===== src/hdl/dint_pkg.sv =====
// ----------------------------------------------------------------------------
// dint_pkg
// Shared constants for the saturating discrete integrator: register
// indexes, method codes, item function codes, default widths and limit reset values.
// ----------------------------------------------------------------------------
package dint_pkg;

    localparam int unsigned DefSampleWidth = 24;
    localparam int unsigned DefAccWidth    = 32;

    localparam int unsigned CfgIdxWidth  = 3;
    localparam int unsigned CfgDataWidth = 32;
    localparam int unsigned CoefWidth    = 32;
    localparam int unsigned ResultWidth  = 32;

    typedef logic [CfgIdxWidth-1:0] t_cfg_idx;
    typedef logic [1:0]             t_method;

    // configuration register indexes
    localparam t_cfg_idx REG_METHOD       = 3'd0;
    localparam t_cfg_idx REG_COEF_K       = 3'd1;
    localparam t_cfg_idx REG_PARAMS_VALID = 3'd2;
    localparam t_cfg_idx REG_SAT_ENABLE   = 3'd3;
    localparam t_cfg_idx REG_OUT_MIN      = 3'd4;
    localparam t_cfg_idx REG_OUT_MAX      = 3'd5;
    localparam t_cfg_idx REG_INIT_VALUE   = 3'd6;

    // integration methods
    localparam t_method METHOD_FWD_EULER = 2'd0;
    localparam t_method METHOD_BWD_EULER = 2'd1;
    localparam t_method METHOD_TRAPEZOID = 2'd2;

    // item function codes
    localparam logic FUNC_SAMPLE = 1'b0;
    localparam logic FUNC_RESET  = 1'b1;

    // limit reset values, Q16.16
    localparam logic signed [ResultWidth-1:0] OutMinReset = 32'sh8000_0000;
    localparam logic signed [ResultWidth-1:0] OutMaxReset = 32'sh7FFF_FFFF;

    function automatic int unsigned f_max(input int unsigned a, input int unsigned b);
        return (a > b) ? a : b;
    endfunction

endpackage


===== src/hdl/discrete_integrator_saturating.sv =====
// pipeline: an accepted item passes the operand, product and output registers on its way to the result
// throughput: one item per cycle while the output is not stalled; the accumulator loop closes inside the last
// stage (round, saturating add and clamp, twice in trapezoidal mode)
// reset: synchronous, active low; state loads zero, limits take their full
// range, all stages empty
// ----------------------------------------------------------------------------
// discrete_integrator_saturating
// Fixed-point integrator (forward/backward Euler, trapezoidal) with
// accumulator saturation and optional output clamping with a flag that marks a result at a limit.
// ----------------------------------------------------------------------------
module discrete_integrator_saturating
    import dint_pkg::*;
#(
    parameter int unsigned SAMPLE_WIDTH = DefSampleWidth,
    parameter int unsigned ACC_WIDTH    = DefAccWidth
) (
    input  logic                           i_clk,
    input  logic                           i_rst_n,
    // configuration
    input  logic                           i_cfg_we,
    input  logic [CfgIdxWidth-1:0]         i_cfg_index,
    input  logic [CfgDataWidth-1:0]        i_cfg_data,
    // input items
    input  logic                           i_in_valid,
    output logic                           o_in_stall,
    input  logic                           i_func,
    input  logic signed [SAMPLE_WIDTH-1:0] i_sample,
    // result items
    output logic                           o_out_valid,
    input  logic                           i_out_stall,
    output logic signed [ResultWidth-1:0]  o_result,
    output logic                           o_saturated
);

    localparam int unsigned PW   = CoefWidth + SAMPLE_WIDTH;      // product
    localparam int unsigned RW   = PW + 1;                        // product plus rounding
    localparam int unsigned ST   = f_max(ACC_WIDTH, ResultWidth); // state width
    localparam int unsigned SUMW = f_max(ST, RW) + 1;

    localparam logic signed [SUMW-1:0] L_ACC_MAX =
        {{(SUMW-ACC_WIDTH+1){1'b0}}, {(ACC_WIDTH-1){1'b1}}};
    localparam logic signed [SUMW-1:0] L_ACC_MIN = ~L_ACC_MAX;
    localparam logic signed [RW-1:0] L_HALF24 = {{(RW-24){1'b0}}, 1'b1, {23{1'b0}}};
    localparam logic signed [RW-1:0] L_HALF25 = {{(RW-25){1'b0}}, 1'b1, {24{1'b0}}};

    function automatic logic signed [SUMW-1:0] f_sat(input logic signed [SUMW-1:0] v);
        if (v > L_ACC_MAX) begin
            return L_ACC_MAX;
        end else if (v < L_ACC_MIN) begin
            return L_ACC_MIN;
        end
        return v;
    endfunction

    // out_max wins when the limits cross
    function automatic logic signed [SUMW-1:0] f_clamp(input logic signed [SUMW-1:0] v,
                                                       input logic signed [SUMW-1:0] lo,
                                                       input logic signed [SUMW-1:0] hi);
        logic signed [SUMW-1:0] c;
        c = (v < lo) ? lo : v;
        c = (c > hi) ? hi : c;
        return c;
    endfunction

    // configuration registers
    t_method                        r_method;
    logic signed [CoefWidth-1:0]    r_coef_k;
    logic                           r_params_valid;
    logic                           r_sat_enable;
    logic signed [ResultWidth-1:0]  r_out_min;
    logic signed [ResultWidth-1:0]  r_out_max;
    logic signed [ResultWidth-1:0]  r_init_value;

    // state
    logic signed [ST-1:0]           r_accum,    n_accum;
    logic signed [ST-1:0]           r_out_hold, n_out_hold;
    logic signed [SAMPLE_WIDTH-1:0] r_prev_sample;
    logic                           r_sat_flag, n_sat_flag;

    // pipeline
    logic                           r_v0, r_v1, r_out_valid;
    logic                           r_func0, r_func1;
    logic signed [SAMPLE_WIDTH-1:0] r_operand;
    logic signed [PW-1:0]           r_prod;

    logic                           w_adv;
    logic                           w_accept;
    logic signed [RW-1:0]           w_rsum24, w_rsum25, w_d24, w_h25;
    logic signed [SUMW-1:0]         w_lo, w_hi, w_init_sat;
    logic signed [SUMW-1:0]         w_cfg_init;

    assign w_adv      = !(r_out_valid && i_out_stall);
    assign w_accept   = i_in_valid && w_adv;
    assign o_in_stall = !w_adv;

    assign o_out_valid = r_out_valid;
    assign o_result    = r_out_hold[ResultWidth-1:0];
    assign o_saturated = r_sat_flag;

    assign w_lo       = SUMW'(r_out_min);
    assign w_hi       = SUMW'(r_out_max);
    assign w_init_sat = f_sat(SUMW'(r_init_value));
    assign w_cfg_init = f_sat(SUMW'($signed(i_cfg_data)));

    // rounding half up of k*u to Q16.16 and of k/2*u
    assign w_rsum24 = $signed({r_prod[PW-1], r_prod}) + L_HALF24;
    assign w_rsum25 = $signed({r_prod[PW-1], r_prod}) + L_HALF25;
    assign w_d24    = w_rsum24 >>> 24;
    assign w_h25    = w_rsum25 >>> 25;

    always_comb begin
        logic signed [SUMW-1:0] s1;
        logic signed [SUMW-1:0] s2;
        n_accum    = r_accum;
        n_out_hold = r_out_hold;
        n_sat_flag = r_sat_flag;
        s1         = '0;
        s2         = '0;
        if (r_func1 == FUNC_RESET) begin
            n_accum    = $signed(w_init_sat[ST-1:0]);
            n_out_hold = $signed(w_init_sat[ST-1:0]);
        end else if (r_params_valid) begin
            case (r_method)
                METHOD_FWD_EULER, METHOD_BWD_EULER: begin
                    s1 = f_sat(SUMW'(r_accum) + SUMW'(w_d24));
                    if (r_sat_enable) begin
                        s1         = f_clamp(s1, w_lo, w_hi);
                        n_sat_flag = (s1 >= w_hi) || (s1 <= w_lo);
                    end
                    n_accum    = $signed(s1[ST-1:0]);
                    n_out_hold = $signed(s1[ST-1:0]);
                end
                METHOD_TRAPEZOID: begin
                    s1 = f_sat(SUMW'(r_accum) + SUMW'(w_h25));
                    if (r_sat_enable) begin
                        s1 = f_clamp(s1, w_lo, w_hi);
                    end
                    s2 = f_sat(s1 + SUMW'(w_h25));
                    if (r_sat_enable) begin
                        s2         = f_clamp(s2, w_lo, w_hi);
                        n_sat_flag = (s2 >= w_hi) || (s2 <= w_lo);
                    end
                    n_out_hold = $signed(s1[ST-1:0]);
                    n_accum    = $signed(s2[ST-1:0]);
                end
                default: begin
                end
            endcase
        end
    end

    // control and configuration
    always_ff @(posedge i_clk) begin
        if (!i_rst_n) begin
            r_method       <= METHOD_FWD_EULER;
            r_coef_k       <= '0;
            r_params_valid <= 1'b0;
            r_sat_enable   <= 1'b0;
            r_out_min      <= OutMinReset;
            r_out_max      <= OutMaxReset;
            r_init_value   <= '0;
            r_accum        <= '0;
            r_out_hold     <= '0;
            r_prev_sample  <= '0;
            r_sat_flag     <= 1'b0;
            r_v0           <= 1'b0;
            r_v1           <= 1'b0;
            r_out_valid    <= 1'b0;
        end else begin
            if (w_adv) begin
                r_v0        <= w_accept;
                r_v1        <= r_v0;
                r_out_valid <= r_v1;
            end
            // previous sample follows the item as it enters
            if (w_accept) begin
                if (i_func == FUNC_RESET) begin
                    r_prev_sample <= '0;
                end else if (r_params_valid && r_method == METHOD_FWD_EULER) begin
                    r_prev_sample <= i_sample;
                end
            end
            if (w_adv && r_v1) begin
                r_accum    <= n_accum;
                r_out_hold <= n_out_hold;
                r_sat_flag <= n_sat_flag;
            end
            if (i_cfg_we) begin
                case (i_cfg_index)
                    REG_METHOD:       r_method       <= i_cfg_data[1:0];
                    REG_COEF_K:       r_coef_k       <= $signed(i_cfg_data);
                    REG_PARAMS_VALID: r_params_valid <= i_cfg_data[0];
                    REG_SAT_ENABLE:   r_sat_enable   <= i_cfg_data[0];
                    REG_OUT_MIN:      r_out_min      <= $signed(i_cfg_data);
                    REG_OUT_MAX:      r_out_max      <= $signed(i_cfg_data);
                    REG_INIT_VALUE: begin
                        r_init_value <= $signed(i_cfg_data);
                        r_accum      <= $signed(w_cfg_init[ST-1:0]);
                        r_out_hold   <= $signed(w_cfg_init[ST-1:0]);
                    end
                    default: begin
                    end
                endcase
            end
        end
    end

    // payload stages
    always_ff @(posedge i_clk) begin
        if (w_adv) begin
            r_func0   <= i_func;
            r_operand <= (r_method == METHOD_FWD_EULER) ? r_prev_sample : i_sample;
            r_func1   <= r_func0;
            r_prod    <= r_coef_k * r_operand;
        end
    end

endmodule


===== config.mk =====
export PLATFORM = sky130hd
export DESIGN_NAME = discrete_integrator_saturating
export DESIGN_NICKNAME = d
export VERILOG_FILES = /design/src/hdl/dint_pkg.sv /design/src/hdl/discrete_integrator_saturating.sv
export SDC_FILE = /design/constraint.sdc
export NUM_CORES = 2
export LEC_CHECK = 0
export BUFFER_PORTS_ARGS = -buffer_cell sky130_fd_sc_hd__buf_4
export CAP_MARGIN = 20
export CORE_ASPECT_RATIO = 0.7
export CORE_UTILIZATION = 45
export DETAILED_ROUTE_END_ITERATION = 16
export GPL_TIMING_DRIVEN = 1
export HOLD_SLACK_MARGIN = 0.12
export PLACE_DENSITY = 0.6
export SETUP_SLACK_MARGIN = 0.02
export SLEW_MARGIN = 20
export SYNTH_ARGS = -nofsm -noshare
export SYNTH_HDL_FRONTEND = slang
export SYNTH_SLANG_ARGS = --single-unit

===== constraint.sdc =====
create_clock -name i_clk -period 32.7 [get_ports i_clk]
set_input_delay 1.635 -clock i_clk [delete_from_list [all_inputs] [get_ports i_clk]]
set_output_delay 1.635 -clock i_clk [all_outputs]
set_load 0.02 [all_outputs]

==> Implementation_results.wiki <==
{| class="wikitable"
! Metric !! Value
|-
| Clock Root Buffer || sky130_fd_sc_hd__clkbuf_16
|-
| Most frequent cells in the layout || sky130_fd_sc_hd__nand2_1, sky130_fd_sc_hd__inv_1, sky130_fd_sc_hd__fa_1, sky130_fd_sc_hd__ha_1, sky130_fd_sc_hd__a21oi_1
|-
| Number of global-route vias before repair || 53.09k
|-
| Depth of the CTS H-tree || 2
|-
| Number of antenna violations at the first check in global routing || 11
|-
| Main synth FF type || sky130_fd_sc_hd__dfxtp_1
|-
| Worst Path Arrival || about 26 ns
|-
| Synthesized-area fraction occupied by xor and xnor cells || 0.02757
|-
| Total count of hold-check failures in the final report || 0
|-
| Final weighted congestion in routability-driven placement || around 1.1
|-
| Number of warnings issued by yosys || 0
|-
| Buffers inserted during post-CTS setup optimization || 0
|-
| Detailed-route via count || around 56k
|-
| CP endpoint kind || flip-flop
|-
| Setup tns final || 0 ns
|-
| CTS clock-pin slew for the worst setup and hold paths || approximately 0.08 ns
|-
| Worst-path maximum fanout || 58
|-
| Total of cells resized after clock tree synthesis || 0
|-
| Core area || 0.1310 mm²
|-
| Most common library cell in the layout ignoring fill and taps || sky130_fd_sc_hd__nand2_1
|-
| Signed area change from the synthesized netlist to the final layout || 6.658%
|-
| Gate Count Post-Synth || 7108
|-
| Static leakage power || 29.94 nW
|-
| Fraction of layout cells with a size suffix above 1 || 0.07751
|-
| Initial core utilization || 0.4536
|-
| Setup repair after global routing missed its margin || no
|-
| Power, Total || 3.793 mW
|-
| Fraction of registers with async set/reset || 0
|-
| Outcome || finished clean
|-
| First-pass GRT wire length || roughly 380 mm
|-
| Routed Antenna Nets || 0
|-
| Clk buf depth || 3
|-
| Sinks on Clock Net || approximately 280
|-
| Delay of the slowest critical-path stage || between 0.7 and 0.8 ns
|-
| Dominant combinational cell family by area after synthesis || adder cells
|-
| Areal power density over the cells || approximately 60 mW/mm²
|-
| GRT Total Usage || 0.3895
|-
| Maximum ir drop on the vdd rail || 54.80 µV
|-
| Compound-Gate Fraction of Synth Area || 0.1780
|-
| Overall die area || around 0.13 mm²
|-
| Die Wd || about 440 µm
|-
| Number of enable-type register cells in the synthesized netlist || 59
|-
| Total nets after synthesis || 8636
|-
| Type of the worst setup path || reg -> reg
|-
| Iteration count of the initial detailed-routing pass || 9
|-
| TritonCTS clock tree || yes
|-
| Sum of routed wire length over all layers || 264.4 mm
|-
| Max-capacitance violation count || 0
|-
| Number of fill cells in the layout || 12.71k
|-
| Count of input and output buffers || 99
|-
| Number of nets in the final layout || roughly 8.5k
|-
| Top achievable clock speed || 39.09 MHz
|-
| Skew-Pair Late Insertion Delay || 0.60 ns
|-
| Syn Std Cell Area || 0.05940 mm²
|-
| Inserted Clock Buffers || 36
|-
| Routed wire length per instance || 30.04 µm
|-
| Pin slew with the least headroom to its limit || 1.335 ns
|-
| Site Rows || 111
|-
| Height of the die || 306.0 µm
|-
| Post-synthesis mux area share || 0.02873
|-
| Max-slew violation count || 0
|-
| FF+latch count, synth || between 200 and 300
|-
| Number of design rule violations left after detail routing || 0
|-
| Largest net degree at the start of global routing || 78
|-
| Vias per cell || 6.326
|-
| Max-slew headroom || 0.1101
|-
| Hold Path Class || reg -> reg
|-
| Post-synthesis sequential area ratio || 0.1053
|-
| Type of origin of the critical path || flip-flop
|-
| Detailed Place HPWL || 208.5 mm
|-
| Area share of and/or/nand/nor cells after synthesis || 0.1683
|-
| Hold-fix buffers at CTS || 0
|-
| Number of primary I/O pins || 100
|-
| Cell with the biggest individual delay on the critical path || sky130_fd_sc_hd__o22ai_4
|-
| Mean post-synth cell area || 8.357 µm²
|-
| Iteration-0 DRC count of the detailed router || 7179
|-
| Unique cell type count in the Yosys netlist || 94
|-
| Adder-cell share of the synthesized area || 0.4074
|-
| Final period demand of the worst path || 25.58 ns
|-
| Worst slack on hold paths || roughly 0.43 ns
|-
| Count of final setup violators || 0
|-
| Data required time at the worst endpoint || about 33 ns
|-
| Post-route fraction of the period consumed by the critical path || 0.7823
|-
| Overflow left after global routing || 0
|-
| Layout Skew || around 0.027 ns
|}
[cell families after synthesis]
logic type,Yosys count
xor+xnor,187
simple gates,2113
fa+ha+maj,1463
mux,150
buf+inv,1313
compound gates,1599
flops,283
[routing by layer]
metal | share of wire | up-vias | GRT usage
met5 | 0.00030 | - | 0
met1 | 0.46 | 27570 | 0.5968
met3 | 0.15 | 535 | 0.1527
met2 | 0.36 | 3564 | 0.4858
met4 | 0.035 | 12 | 0.1160
li1 | - | 24000 | -
[path summary, 6_finish.rpt]
kind | from | end | slack (ns) | cells past startpoint
worst max-delay path | r_prod[25]$_DFFE_PN_ | o_saturated$_SDFFE_PN0P_ | 7.12 | 89
worst min-delay path | r_func0$_DFFE_PN_ | r_func1$_DFFE_PN_ | 0.43 | 0
worst max register to register | r_prod[25]$_DFFE_PN_ | o_saturated$_SDFFE_PN0P_ | 7.12 | 89
worst min register to register | r_func0$_DFFE_PN_ | r_func1$_DFFE_PN_ | 0.43 | 0
[report_power, final]
part           switching [mW]  internal [mW]  total [mW]
logic                    1.87           1.08        2.95
registers              0.0380          0.378       0.416
clock network           0.193          0.236       0.429
total                    2.10           1.69        3.79
[worst max-delay path: cells and delay by family, from the launching register on]
family / cells / cell delay [ns]
compound gates: 33 / 9.63
mux: 3 / 1.12
simple gates: 31 / 7.63
fa+ha+maj: 8 / 2.45
buf+inv: 13 / 3.79
xor+xnor: 1 / 0.24
flops: 1 / 0.42
[sequential cells by signal (all words and copies together) (netlist names), 2 cells and up]
signal / count
o_result: 32
r_accum: 32
r_coef_k: 32
r_init_value: 32
r_method: 2
r_operand: 24
r_out_max: 32
r_out_min: 32
r_prev_sample: 24
r_prod: 33
[cells in the mapped netlist, drive strengths merged (64+ instances only)]
| cell type | number | area, µm² |
|---|---|---|
| mux2 | 140 | 1607 |
| and2 | 304 | 1902 |
| clkbuf | 339 | 1274 |
| o22ai | 81 | 513.0 |
| a21o | 187 | 1404 |
| xor2 | 68 | 595.6 |
| o21ai | 256 | 1289 |
| o211ai | 84 | 635.6 |
| ha | 678 | 8483 |
| nand2b | 64 | 400.4 |
| fa | 785 | 15720 |
| a21oi | 474 | 2372 |
| dfxtp | 224 | 4484 |
| nor3 | 70 | 361.6 |
| nor2 | 309 | 1172 |
| nand2 | 946 | 3551 |
| inv | 919 | 3450 |
| xnor2 | 119 | 1042 |
| nand4 | 115 | 719.4 |
| nand3 | 99 | 500.5 |
[cell type report]
cell class	instances	area, µm²	area share
Inverter	922	3463	0.05466
Multi-Input combinational cell	5512	48280	0.7620
Tap cell	1751	2191	0.03458
Timing Repair Buffer	261	1967	0.03104
Sequential cell	283	6256	0.09874
Antenna cell	6	15.01	0.0002370
Clock buffer	45	997.2	0.01574
Clock inverter	21	191.4	0.003022
[per-stage QoR]
| step | worst slack (ns) | cells | instance area, µm² | utilization |
|---|---|---|---|---|
| detailed placement | 7.493 | 8729 | 62130 | 0.4744 |
| floorplan | 12.96 | 7108 | 59400 | - |
| global placement | 8.197 | 8728 | 62110 | 0.4743 |
| finish | 7.118 | 8801 | 63360 | 0.4838 |
| CTS | 7.367 | 8795 | 63320 | 0.4835 |
| global route | 5.802 | 8796 | 63340 | 0.4837 |
No activity file was read; power rests on OpenSTA's default activity.
